File: src/rtl/sus_pkg.sv
`default_nettype none
// ----------------------------------------------------------------------------
// sus_pkg: shared types and constants for the sorted unique id set
// Field widths, request codes and the cell control/status structs.
// ----------------------------------------------------------------------------
package sus_pkg;

  localparam int ID_W        = 32;
  localparam int OP_W        = 3;
  localparam int IDX_W       = 4;
  localparam int CNT_OUT_W   = 5;
  localparam int CAPACITY_DEF = 16;

  // hash fold: h = rotl(h, HASH_ROT) ^ entry
  localparam int HASH_ROT    = 4;

  // request codes; the rest of the code space is a no-op
  localparam logic [OP_W-1:0] OP_ADD    = 3'd0;
  localparam logic [OP_W-1:0] OP_REMOVE = 3'd1;
  localparam logic [OP_W-1:0] OP_CLEAR  = 3'd2;
  localparam logic [OP_W-1:0] OP_READ   = 3'd3;
  localparam logic [OP_W-1:0] OP_HASH   = 3'd4;

  typedef enum logic [1:0] {
    CMD_HOLD,
    CMD_INSERT,
    CMD_REMOVE,
    CMD_ROTATE
  } cell_cmd_t;

  typedef struct packed {
    cell_cmd_t        cmd;
    logic [ID_W-1:0]  id;
  } cell_ctl_t;

  typedef struct packed {
    logic below;  // valid and entry < id (signed)
    logic match;  // valid and entry == id
  } cell_stat_t;

endpackage : sus_pkg
`default_nettype wire

File: src/rtl/sorted_unique_id_set_core.sv
`default_nettype none
// Add, remove, clear, read and no-op items wait in the item register, then their results
//   register at the output. Throughput: one such item per cycle when the output is free;
//   a hash holds the block until the chain turns once, one entry into the fold per cycle.
// Reset (rst_n low, synchronous): the set is empty, no item is held, no result is shown.
//   The id cells themselves are not cleared; slots past the count are never used.
// ----------------------------------------------------------------------------
// sorted_unique_id_set_core: sorted set of signed ids in a chain of cells
// Keeps up to CAPACITY ids in ascending signed order without duplicates.
// Each item adds, removes, clears, reads one entry or hashes the set; other codes are no-ops.
// ----------------------------------------------------------------------------
module sorted_unique_id_set_core
  import sus_pkg::*;
#(
  parameter int CAPACITY = CAPACITY_DEF
) (
  input  wire logic                        clk,
  input  wire logic                        rst_n,
  // request channel
  input  wire logic                        in_valid,
  output logic                             in_stall,
  input  wire logic        [OP_W-1:0]      in_operation,
  input  wire logic signed [ID_W-1:0]      in_owner_id,
  input  wire logic        [IDX_W-1:0]     in_entry_index,
  // result channel
  output logic                             out_valid,
  input  wire logic                        out_stall,
  output logic                             out_changed,
  output logic                             out_full_reject,
  output logic             [CNT_OUT_W-1:0] out_entry_count,
  output logic signed      [ID_W-1:0]      out_read_value
);

  localparam int CNT_W  = $clog2(CAPACITY + 1);
  localparam int STEP_W = $clog2(CAPACITY);
  // only the first slots are reachable by the 4-bit read index
  localparam int RD_N   = (CAPACITY < (1 << IDX_W)) ? CAPACITY : (1 << IDX_W);

  // --------------------------------------------------------------------------
  // Item holding register: parts the input handshake from the chain so a new
  // item can be taken while a finished result still waits at the output.
  // --------------------------------------------------------------------------
  logic              pend_valid_r;
  logic [OP_W-1:0]   pend_op_r;
  logic [ID_W-1:0]   pend_id_r;
  logic [IDX_W-1:0]  pend_idx_r;

  logic [CNT_W-1:0]  count_r;
  logic [CNT_W-1:0]  count_nxt;

  // hash walk: the chain rotates one full turn, slot 0 feeds the fold
  logic              hash_busy_r;
  logic              hash_done_r;
  logic [STEP_W-1:0] step_r;
  logic [ID_W-1:0]   hash_r;

  logic              out_valid_r;
  logic              out_changed_r;
  logic              out_reject_r;
  logic [CNT_OUT_W-1:0] out_count_r;
  logic [ID_W-1:0]   out_value_r;

  logic              out_free;
  logic              is_hash;
  logic              exec_fire;
  logic              hash_start;
  logic              in_fire;

  logic              found;
  logic              full;
  logic              res_changed;
  logic              res_reject;
  logic [ID_W-1:0]   res_value;
  logic [ID_W-1:0]   rd_word;

  cell_ctl_t         ctl;
  cell_stat_t        stat   [CAPACITY];
  logic [ID_W-1:0]   entries[CAPACITY];
  logic [CAPACITY-1:0] match_vec;

  assign out_free   = !out_valid_r || !out_stall;
  assign is_hash    = pend_op_r == OP_HASH;
  // a hash item completes only once its walk is done
  assign exec_fire  = pend_valid_r && out_free && (!is_hash || hash_done_r);
  assign hash_start = pend_valid_r && is_hash && !hash_busy_r && !hash_done_r;
  assign in_stall   = pend_valid_r && !exec_fire;
  assign in_fire    = in_valid && !in_stall;

  // --------------------------------------------------------------------------
  // Cell chain. Insert shifts right from the insert point, remove shifts
  // left onto the matching slot, rotate turns the whole ring by one.
  // --------------------------------------------------------------------------
  for (genvar g = 0; g < CAPACITY; g++) begin : g_cell
    logic            take_w;
    logic [ID_W-1:0] left_w;
    logic [ID_W-1:0] right_w;

    if (g == 0) begin : g_head
      assign take_w = 1'b1;
      assign left_w = pend_id_r;
    end else begin : g_body
      assign take_w = stat[g-1].below;
      assign left_w = entries[g-1];
    end

    if (g == CAPACITY - 1) begin : g_tail
      assign right_w = entries[0];   // closes the ring for rotate
    end else begin : g_mid
      assign right_w = entries[g+1];
    end

    sus_cell #(
      .IDX   (g),
      .CNT_W (CNT_W)
    ) u_cell (
      .clk         (clk),
      .ctl         (ctl),
      .count       (count_r),
      .take_in     (take_w),
      .left_entry  (left_w),
      .right_entry (right_w),
      .entry       (entries[g]),
      .stat        (stat[g])
    );

    assign match_vec[g] = stat[g].match;
  end

  assign found = |match_vec;
  assign full  = count_r == CNT_W'(CAPACITY);

  // --------------------------------------------------------------------------
  // Chain command and the result of the held item
  // --------------------------------------------------------------------------
  always_comb begin
    ctl.id  = pend_id_r;
    ctl.cmd = CMD_HOLD;
    if (hash_busy_r) begin
      ctl.cmd = CMD_ROTATE;
    end else if (exec_fire && pend_op_r == OP_ADD && !found && !full) begin
      ctl.cmd = CMD_INSERT;
    end else if (exec_fire && pend_op_r == OP_REMOVE && found) begin
      ctl.cmd = CMD_REMOVE;
    end
  end

  // read mux over the slots the index can reach
  always_comb begin
    rd_word = '0;
    for (int k = 0; k < RD_N; k++) begin
      if (pend_idx_r == IDX_W'(k)) begin
        rd_word = entries[k];
      end
    end
  end

  always_comb begin
    res_changed = 1'b0;
    res_reject  = 1'b0;
    res_value   = '0;
    count_nxt   = count_r;
    case (pend_op_r)
      OP_ADD: begin
        if (found) begin
          res_changed = 1'b0;     // already held
        end else if (full) begin
          res_reject  = 1'b1;
        end else begin
          res_changed = 1'b1;
          count_nxt   = count_r + CNT_W'(1);
        end
      end
      OP_REMOVE: begin
        if (found) begin
          res_changed = 1'b1;
          count_nxt   = count_r - CNT_W'(1);
        end
      end
      OP_CLEAR: begin
        res_changed = count_r != '0;
        count_nxt   = '0;
      end
      OP_READ: begin
        if ((int'(pend_idx_r) < int'(count_r)) && (int'(pend_idx_r) < CAPACITY)) begin
          res_value = rd_word;
        end
      end
      OP_HASH: begin
        res_value = hash_r;
      end
      default: begin
        res_value = '0;           // undefined codes change nothing
      end
    endcase
  end

  // --------------------------------------------------------------------------
  // Control registers
  // --------------------------------------------------------------------------
  always_ff @(posedge clk) begin
    if (!rst_n) begin
      pend_valid_r <= 1'b0;
      count_r      <= '0;
      hash_busy_r  <= 1'b0;
      hash_done_r  <= 1'b0;
      out_valid_r  <= 1'b0;
    end else begin
      if (in_fire) begin
        pend_valid_r <= 1'b1;
      end else if (exec_fire) begin
        pend_valid_r <= 1'b0;
      end

      if (exec_fire) begin
        count_r <= count_nxt;
      end

      if (hash_start) begin
        hash_busy_r <= 1'b1;
      end else if (hash_busy_r && step_r == STEP_W'(CAPACITY - 1)) begin
        hash_busy_r <= 1'b0;
        hash_done_r <= 1'b1;
      end else if (exec_fire) begin
        hash_done_r <= 1'b0;
      end

      if (exec_fire) begin
        out_valid_r <= 1'b1;
      end else if (!out_stall) begin
        out_valid_r <= 1'b0;
      end
    end
  end

  // --------------------------------------------------------------------------
  // Payload registers
  // --------------------------------------------------------------------------
  always_ff @(posedge clk) begin
    if (in_fire) begin
      pend_op_r  <= in_operation;
      pend_id_r  <= in_owner_id;
      pend_idx_r <= in_entry_index;
    end

    if (hash_start) begin
      step_r <= '0;
      hash_r <= '0;
    end else if (hash_busy_r) begin
      step_r <= step_r + STEP_W'(1);
      // slots past the count ride the ring but stay out of the fold
      if (CNT_W'(step_r) < count_r) begin
        hash_r <= {hash_r[ID_W-HASH_ROT-1:0], hash_r[ID_W-1:ID_W-HASH_ROT]} ^ entries[0];
      end
    end

    if (exec_fire) begin
      out_changed_r <= res_changed;
      out_reject_r  <= res_reject;
      out_count_r   <= CNT_OUT_W'(count_nxt);
      out_value_r   <= res_value;
    end
  end

  assign out_valid       = out_valid_r;
  assign out_changed     = out_changed_r;
  assign out_full_reject = out_reject_r;
  assign out_entry_count = out_count_r;
  assign out_read_value  = $signed(out_value_r);

endmodule : sorted_unique_id_set_core
`default_nettype wire

File: src/rtl/sus_cell.sv
`default_nettype none
// ----------------------------------------------------------------------------
// sus_cell: one slot of the sorted id chain
// Holds one id, compares it with the broadcast id and moves data between
// neighbors on insert (shift right), remove and rotate (shift left).
// ----------------------------------------------------------------------------
module sus_cell
  import sus_pkg::*;
#(
  parameter int IDX   = 0,
  parameter int CNT_W = 5
) (
  input  wire logic             clk,
  input  wire cell_ctl_t        ctl,
  input  wire logic [CNT_W-1:0] count,
  input  wire logic             take_in,
  input  wire logic [ID_W-1:0]  left_entry,
  input  wire logic [ID_W-1:0]  right_entry,
  output logic      [ID_W-1:0]  entry,
  output cell_stat_t            stat
);

  logic [ID_W-1:0] entry_r;
  logic [ID_W-1:0] entry_nxt;
  logic            valid;

  assign valid      = CNT_W'(IDX) < count;
  assign stat.below = valid && ($signed(entry_r) < $signed(ctl.id));
  assign stat.match = valid && (entry_r == ctl.id);
  assign entry      = entry_r;

  always_comb begin
    entry_nxt = entry_r;
    case (ctl.cmd)
      CMD_INSERT: begin
        if (!stat.below) begin
          entry_nxt = take_in ? ctl.id : left_entry;
        end
      end
      CMD_REMOVE: begin
        if (!stat.below) begin
          entry_nxt = right_entry;
        end
      end
      CMD_ROTATE: begin
        entry_nxt = right_entry;
      end
      default: begin
        entry_nxt = entry_r;
      end
    endcase
  end

  always_ff @(posedge clk) begin
    entry_r <= entry_nxt;
  end

endmodule : sus_cell
`default_nettype wire

File: config.mk
export PLATFORM = sky130hd
export DESIGN_NAME = sorted_unique_id_set_core
export DESIGN_NICKNAME = d
export VERILOG_FILES = /design/src/rtl/sus_pkg.sv /design/src/rtl/sorted_unique_id_set_core.sv /design/src/rtl/sus_cell.sv
export SDC_FILE = /design/constraint.sdc
export NUM_CORES = 2
export LEC_CHECK = 0
export BUFFER_PORTS_ARGS = -buffer_cell sky130_fd_sc_hd__buf_2
export CAP_MARGIN = 0
export CORE_MARGIN = 3
export CORE_UTILIZATION = 40
export DETAILED_ROUTE_END_ITERATION = 8
export PLACE_DENSITY_LB_ADDON = 0.15
export SYNTH_ARGS = -nofsm -noshare
export SYNTH_HDL_FRONTEND = slang
export SYNTH_SLANG_ARGS = --single-unit
File: constraint.sdc
create_clock -name clk -period 14.75 [get_ports clk]
set_clock_uncertainty 0.1 [all_clocks]
set_input_delay 2.2125 -clock clk [delete_from_list [all_inputs] [get_ports clk]]
set_output_delay 2.2125 -clock clk [all_outputs]
set_load 0.01 [all_outputs]
Word-level counts from Yosys, hierarchy flattened
Index checks and enable logic that the tools add are counted.
Widths: inputs -> output; s select.
{"block": "classes", "addsub": 3, "magnitude_cmp": 34, "eq_ne": 73, "n_mux": 100, "bitwise_logic": 3, "n_reduce_logical": 83}
{"cell": "$mux 32", "n": 64}
{"cell": "$pmux 32 s3", "n": 16}
{"cell": "$eq 32x32->1", "n": 16}
{"cell": "$lt 32x32->1", "n": 16}
{"cell": "$ne 2x2->1 const B", "n": 32}
{"cell": "$pmux 32 s2", "n": 1}
{"cell": "$reduce_and 3->1", "n": 16}
{"cell": "$logic_and 1x1->1", "n": 45}
{"cell": "$lt 4x5->1 const A", "n": 8}
{"cell": "$eq 4x4->1 const B", "n": 9}
{"cell": "$xor 32x32->32", "n": 1}
{"cell": "$lt 3x5->1 const A", "n": 4}
{"cell": "$reduce_or 17->1", "n": 1}
{"cell": "$eq 4x3->1 const B", "n": 4}
{"cell": "$reduce_or 16->1", "n": 1}
{"cell": "$mux 5", "n": 3}
{"cell": "$pmux 5 s3", "n": 1}
{"cell": "$mux 1", "n": 11}
{"cell": "$lt 1x5->1 const A", "n": 2}
{"cell": "$lt 2x5->1 const A", "n": 2}
{"cell": "$lt 4x5->1", "n": 2}
{"cell": "$logic_not 1->1", "n": 9}
{"cell": "$eq 4x2->1 const B", "n": 2}
{"cell": "$eq 3x2->1 const B", "n": 2}
{"cell": "20 further kinds", "n": 28}
{"block": "word_totals", "register_bits": 635, "in_bits": 43, "output_inout_bits": 41, "word_cells": 326}

Logic depth before layout (Yosys ltp)
{"block": "logic_depth", "depth_word": 19, "depth_mapped": 16}

Modules after synthesis
A second synthesis with hierarchy kept.
{"block": "hier_totals", "cells_unflattened": 5298, "area_unflattened_um2": 50188.1}
{"mod": "sorted_unique_id_set_core", "n_inst": 1, "cells_each": 1064, "area_each_um2": 9825.7, "seq_area_each_um2": 3243.1}
{"mod": "sus_cell (g_cell[14].u_cell ...)", "n_inst": 2, "cells_each": 263, "area_each_um2": 2519.9, "seq_area_each_um2": 960.9}
{"mod": "sus_cell (g_cell[1].u_cell)", "n_inst": 1, "cells_each": 265, "area_each_um2": 2551.2, "seq_area_each_um2": 960.9}
{"mod": "sus_cell (g_cell[7].u_cell)", "n_inst": 1, "cells_each": 267, "area_each_um2": 2551.2, "seq_area_each_um2": 960.9}
{"mod": "sus_cell (g_cell[0].u_cell)", "n_inst": 1, "cells_each": 267, "area_each_um2": 2541.2, "seq_area_each_um2": 960.9}
{"mod": "sus_cell (g_cell[10].u_cell)", "n_inst": 1, "cells_each": 266, "area_each_um2": 2538.7, "seq_area_each_um2": 960.9}
{"mod": "sus_cell (g_cell[15].u_cell)", "n_inst": 1, "cells_each": 264, "area_each_um2": 2528.7, "seq_area_each_um2": 960.9}
{"mod": "sus_cell (g_cell[13].u_cell)", "n_inst": 1, "cells_each": 264, "area_each_um2": 2523.7, "seq_area_each_um2": 960.9}
{"mod": "sus_cell (g_cell[2].u_cell)", "n_inst": 1, "cells_each": 263, "area_each_um2": 2521.2, "seq_area_each_um2": 960.9}
{"mod": "sus_cell (g_cell[12].u_cell)", "n_inst": 1, "cells_each": 264, "area_each_um2": 2519.9, "seq_area_each_um2": 960.9}
{"mod": "sus_cell (g_cell[4].u_cell)", "n_inst": 1, "cells_each": 264, "area_each_um2": 2516.2, "seq_area_each_um2": 960.9}
{"mod": "sus_cell (g_cell[3].u_cell)", "n_inst": 1, "cells_each": 268, "area_each_um2": 2514.9, "seq_area_each_um2": 960.9}
{"mod": "sus_cell (g_cell[8].u_cell)", "n_inst": 1, "cells_each": 261, "area_each_um2": 2507.4, "seq_area_each_um2": 960.9}
{"mod": "sus_cell (g_cell[9].u_cell)", "n_inst": 1, "cells_each": 264, "area_each_um2": 2507.4, "seq_area_each_um2": 960.9}
{"mod": "2 more rows"}

Least setup slack after synthesis
Ideal clock, no wire load.
{"block": "synth_path", "kind": "flip-flop to flip-flop", "startpoint": "register pend_id_r[13], in the netlist g_cell[0].left_w[13]", "endpoint": "register g_cell[7].u_cell.entry_r[0] (enable)", "setup_time_ps": 428, "t_arrival_ps": 4713, "slack_ps": 9509, "path_stages_with_launch": 14, "path_buffers": 3, "synth_period_minus_slack_ps": 5241, "cell_sequence": "edfxtp_1 > clkbuf_1 > inv_1 > ha_1 > a21o_1 > a21o_1 > a21o_1 > a211o_1 > o221ai_1 > and3_1 > mux2_2 > buf_2 > buf_1 > o21bai_1"}
{"block": "synth_between", "elab_chain_len": 11, "word_cells_on_any_way": 49, "cone_classes": "order compare (1); eq/ne (21); mux (3); reduce/logical (24)"}
{"element": "from (decl)", "line": "sorted_unique_id_set_core.sv:45", "rtl": "logic [ID_W-1:0] pend_id_r;"}
{"element": "from (signal assigned)", "line": "sorted_unique_id_set_core.sv:241", "rtl": "pend_id_r <= in_owner_id;"}
{"element": "$eq 32x32->1", "line": "sus_cell.sv:29", "rtl": "assign stat.match = valid && (entry_r == ctl.id);"}
{"element": "$logic_and 1x1->1", "line": "sus_cell.sv:29"}
{"element": "$reduce_or 16->1", "line": "sorted_unique_id_set_core.sv:129", "rtl": "assign found = |match_vec;"}
{"element": "$logic_not 1->1", "line": "sorted_unique_id_set_core.sv:140", "rtl": "end else if (exec_fire && pend_op_r == OP_ADD && !found && !full) begin"}
{"element": "$logic_and 1x1->1 (2 in a row)", "line": "sorted_unique_id_set_core.sv:140"}
{"element": "$mux 2", "line": "sorted_unique_id_set_core.sv:140"}
{"element": "$mux 2", "line": "sorted_unique_id_set_core.sv:138", "rtl": "if (hash_busy_r) begin"}
{"element": "$eq 2x2->1 / $eq 2x1->1 (equally long branches)", "line": "sus_cell.sv:34", "rtl": "case (ctl.cmd)"}
{"element": "$ne 2x2->1 (no line) / $reduce_bool 3->1 (equally long branches)"}
{"element": "$reduce_and 3->1 (no line) *"}
{"element": "to (signal assigned)", "line": "sus_cell.sv:55", "rtl": "entry_r <= entry_nxt;"}
{"element": "to (decl)", "line": "sus_cell.sv:23", "rtl": "logic [ID_W-1:0] entry_r;"}
Every way passes the cells marked *; elsewhere a longest branch is shown, timed or not.
A chain may end at the register's enable or synchronous reset.

Worst setup path after layout
{"block": "layout_path", "startpoint": "register pend_id_r[28], in the netlist g_cell[0].left_w[28]", "endpoint": "register g_cell[6].u_cell.entry_r[29], data pin"}
{"block": "layout_between", "elab_chain_len": 10, "word_cells_on_any_way": 48, "cone_classes": "order compare (1); eq/ne (19); mux (6); reduce/logical (22)"}
{"element": "$eq 32x32->1", "line": "sus_cell.sv:29"}
{"element": "$logic_and 1x1->1", "line": "sus_cell.sv:29"}
{"element": "$reduce_or 16->1", "line": "sorted_unique_id_set_core.sv:129"}
{"element": "$logic_not 1->1", "line": "sorted_unique_id_set_core.sv:140"}
{"element": "$logic_and 1x1->1 (2 in a row)", "line": "sorted_unique_id_set_core.sv:140"}
{"element": "$mux 2", "line": "sorted_unique_id_set_core.sv:140"}
{"element": "$mux 2", "line": "sorted_unique_id_set_core.sv:138"}
{"element": "$eq 2x2->1 / $eq 2x1->1 (equally long branches)", "line": "sus_cell.sv:34"}
{"element": "$pmux 32 s3 *", "line": "sus_cell.sv:34"}
{"element": "net g_cell[6].u_cell.entry_nxt[29]", "line": "sus_cell.sv:24", "rtl": "logic [ID_W-1:0] entry_nxt;"}
{"element": "to (signal assigned)", "line": "sus_cell.sv:55"}
{"element": "to (decl)", "line": "sus_cell.sv:23"}
The timed path passes the listed nets; every way through them passes the cells marked *. The select of a mux whose other input is x is not followed.

==> flow_summary.yaml <==
critical_path:
  critPathKind: "reg -> reg"
  critPathBufInv: 4
  crit_chain: "inv_1, ha_1, nand4_1, nor4_1, nand3_1, o2111ai_2, nor4_4, buf_4, nor2_1, or2_4, buf_4, buf_4, o21ai_0"
  critical_path_required_ns: 15.03
  cp-start-kind: "flop"
  end_kind: "flop"
  cp_slowest_cell: "nor4_1"
  cpPeakStageDelay_ns: 0.92
  crit_family: "buffers and inverters"
  critPathMaxFanout: 97
  crit_top_cell: "buf_4"
  critPathArrivalTime_ns: 7.33
sta:
  rsz0062_at_grt: "no"
  setup_tns_ns: 0
  worst_slew_margin_rel: -0.0433
  hold_viol: 0
  drv_slew: 2
  finalCritPeriodShare: 0.478
  min_period_ns: 7.05
  max_freq_mhz: 142
  finalSetupViolCount: 0
  tightest_slew_ns: 1.56
synth:
  yosysWarnings: 0
  postSynthAreaPerCell_sq_um: 9.82
  synth_cell_types: 82
  synth_area_sq_mm: 0.0462
  synth_seq_cells: 635
  synth_cells: 4710
  synth-edff-count: 590
  yosysSeqAreaShare: 0.403
  yosys_most_used_dff: "edfxtp_1"
  syn_nets: 5275
  synthArstFlopShare: 0
cts:
  holdBufCountCts: 0
  clockRootBuffer: "clkbuf_16"
  cts_inserted_buffers: 81
  cts.repair.resized: 0
  clk_pin_slew_worst_paths_ns: 0.07
  clock-sinks: 635
  cts.htree.levels: 3
  cts_tree: "built"
  cts.path.max_buffers: 3
  worstSkewPairLatency_ns: 0.70
  cts_setup_buffers: 0
cells_and_area:
  drive_gt1_frac: 0.0844
  fin_nets: 5253
  regArea_sq_mm: 0.0186
  area_delta_synth_final_pct: 10.5
  instances_no_fill: 6276
  multi_input_area_sq_mm: 0.0264
  num-fill-cells: 11000
routing:
  wirelength_mm: 244
  wire_per_inst_um: 39.0
  ant_nets: 0
  drt_iter0_drc: 7099
  num_vias: 42900
  drtPass1Iterations: 6
  viasPerCell: 6.83
  route.detailed.drc: 0
global_route:
  grt_pass1_vias: 39100
  grt_use_total: 0.396
  gr-total-overflow: 0
  antenna_found_initial: 13
  grt_max_degree: 122
  grt_pass1_wl_mm: 330
die:
  num_rows: 124
  ioPinCount: 84
  fp.dieW_um: 346
  die_h_um: 346
  core_sq_mm: 0.115
  initial_core_util: 0.404
  fp.dieArea_sq_mm: 0.120
worst_hold_path:
  hold_class: "reg -> reg"
flow_run:
  cap_violations: 1
outcome:
  status: "finished with violations"
  violations: "max-capacitance violations, max-slew violations"
power_and_ir_drop:
  p_leak_nw: 19.6
  p_per_area_mw_per_mm2: 102
  ir_drop_uv: 87.9
place:
  port_buffers: 83
  place_inst: 6117
  place_hpwl_mm: 171
  routabilityCongestion: 1.06
[worst reg2reg max path, delay by kind of cell (launching register included)]
kind / cells / cell delay (ns)
flip-flops: 1 / 0.77
AO/OA/AOI/OAI: 2 / 0.53
adder cells (fa/ha/maj): 1 / 0.50
AND/OR/NAND/NOR: 6 / 2.26
buffers and inverters: 4 / 2.58
[per-layer routing]
| metal | track usage | vias up | part of all wire |
|---|---|---|---|
| met2 | 0.547 | 3199 | 0.40 |
| met4 | 0.195 | 12 | 0.060 |
| met1 | 0.543 | 20900 | 0.41 |
| li1 | - | 18000 | - |
| met5 | 0 | - | 0.00032 |
| met3 | 0.143 | 732 | 0.14 |
[layout make-up]
class | instances | share of cell area
Timing Repair Buffer | 186 | 0.0235
Clock inverter | 39 | 0.00810
Inverter | 80 | 0.00588
Sequential cell | 635 | 0.364
Tap cell | 1512 | 0.0370
Clock buffer | 110 | 0.0440
Antenna cell | 10 | 0.000490
Multi-Input combinational cell | 3704 | 0.517
[stage by stage]
stage,hold WS (ns),area (sq um),worst slack [ns],power (W),util
finish,0.385,51100,7.70,0.00519,0.446
global route,0.421,51100,7.41,0.00533,0.446
CTS,0.386,51100,8.00,0.00516,0.446
detailed placement,0.373,48400,7.99,0.00311,0.423
global placement,0.368,48400,8.15,0.00310,0.423
floorplan,0.354,46200,9.51,0.00270,-
[sequential cells by signal, indices dropped and copies added (netlist names), 3 cells and up]
signal / cells
g_cell.u_cell.entry: 512
pend_op_r: 3
hash_r: 32
step_r: 4
out_entry_count: 5
pend_idx_r: 4
count_r: 5
out_read_value: 32
g_cell.left_w: 32
[cell usage after synthesis, types with 30 or more instances]
| library cell | instances | share of area |
|---|---|---|
| nor2_1 | 194 | 0.016 |
| clkbuf_1 | 178 | 0.014 |
| o21ai_0 | 424 | 0.046 |
| a21o_1 | 85 | 0.014 |
| buf_2 | 85 | 0.0092 |
| o21ai_1 | 201 | 0.022 |
| nor3_1 | 44 | 0.0048 |
| xnor2_1 | 35 | 0.0066 |
| nand4_1 | 137 | 0.019 |
| mux2i_1 | 467 | 0.10 |
| a22oi_1 | 97 | 0.016 |
| nand3_1 | 108 | 0.012 |
| a21oi_1 | 287 | 0.031 |
| edfxtp_1 | 590 | 0.38 |
| a221oi_1 | 36 | 0.0068 |
| inv_1 | 80 | 0.0065 |
| o211ai_1 | 30 | 0.0049 |
| nor2b_1 | 37 | 0.0050 |
| dfxtp_1 | 45 | 0.019 |
| ha_1 | 522 | 0.14 |
| a211oi_1 | 38 | 0.0062 |
| nand2_1 | 650 | 0.053 |
[where the power goes]
part	total (W)	leakage, nW	internal, W	switching [W]
combinational	0.000850	12.5	0.000285	0.000565
clock	0.00207	1.31	0.00120	0.000873
sequential	0.00227	5.78	0.00209	0.000177
[layout by cell type (no fill, tap or decap), types with 79 or more instances in the layout]
master | synthesis | layout
clkbuf_16 | 0 | 85
a21oi_1 | 287 | 285
nand4_1 | 137 | 137
nand3_1 | 108 | 107
edfxtp_1 | 590 | 590
o21ai_1 | 201 | 200
mux2i_1 | 467 | 463
ha_1 | 522 | 522
inv_1 | 80 | 79
o21ai_0 | 424 | 424
nor2_1 | 194 | 181
buf_4 | 0 | 102
nand2_1 | 650 | 650
buf_2 | 85 | 83
a22oi_1 | 97 | 97
[logic make-up after synthesis]
group,share of synthesized area
multiplexers,0.114
buffers and inverters,0.0337
flip-flops,0.403
adder cells (fa/ha/maj),0.141
XOR/XNOR,0.00739
AO/OA/AOI/OAI,0.176
AND/OR/NAND/NOR,0.125
[worst paths after layout]
kind                             start  cells past startpoint  slack [ns]                    endpoint
hold reg to reg            hash_done_r                      2        0.38                 hash_done_r
setup / recovery  g_cell[0].left_w[28]                     13        7.70  g_cell[6].u_cell.entry[29]
setup reg to reg  g_cell[0].left_w[28]                     13        7.70  g_cell[6].u_cell.entry[29]
hold / removal             hash_done_r                      2        0.38                 hash_done_r
(Power assumes the default switching activity.)
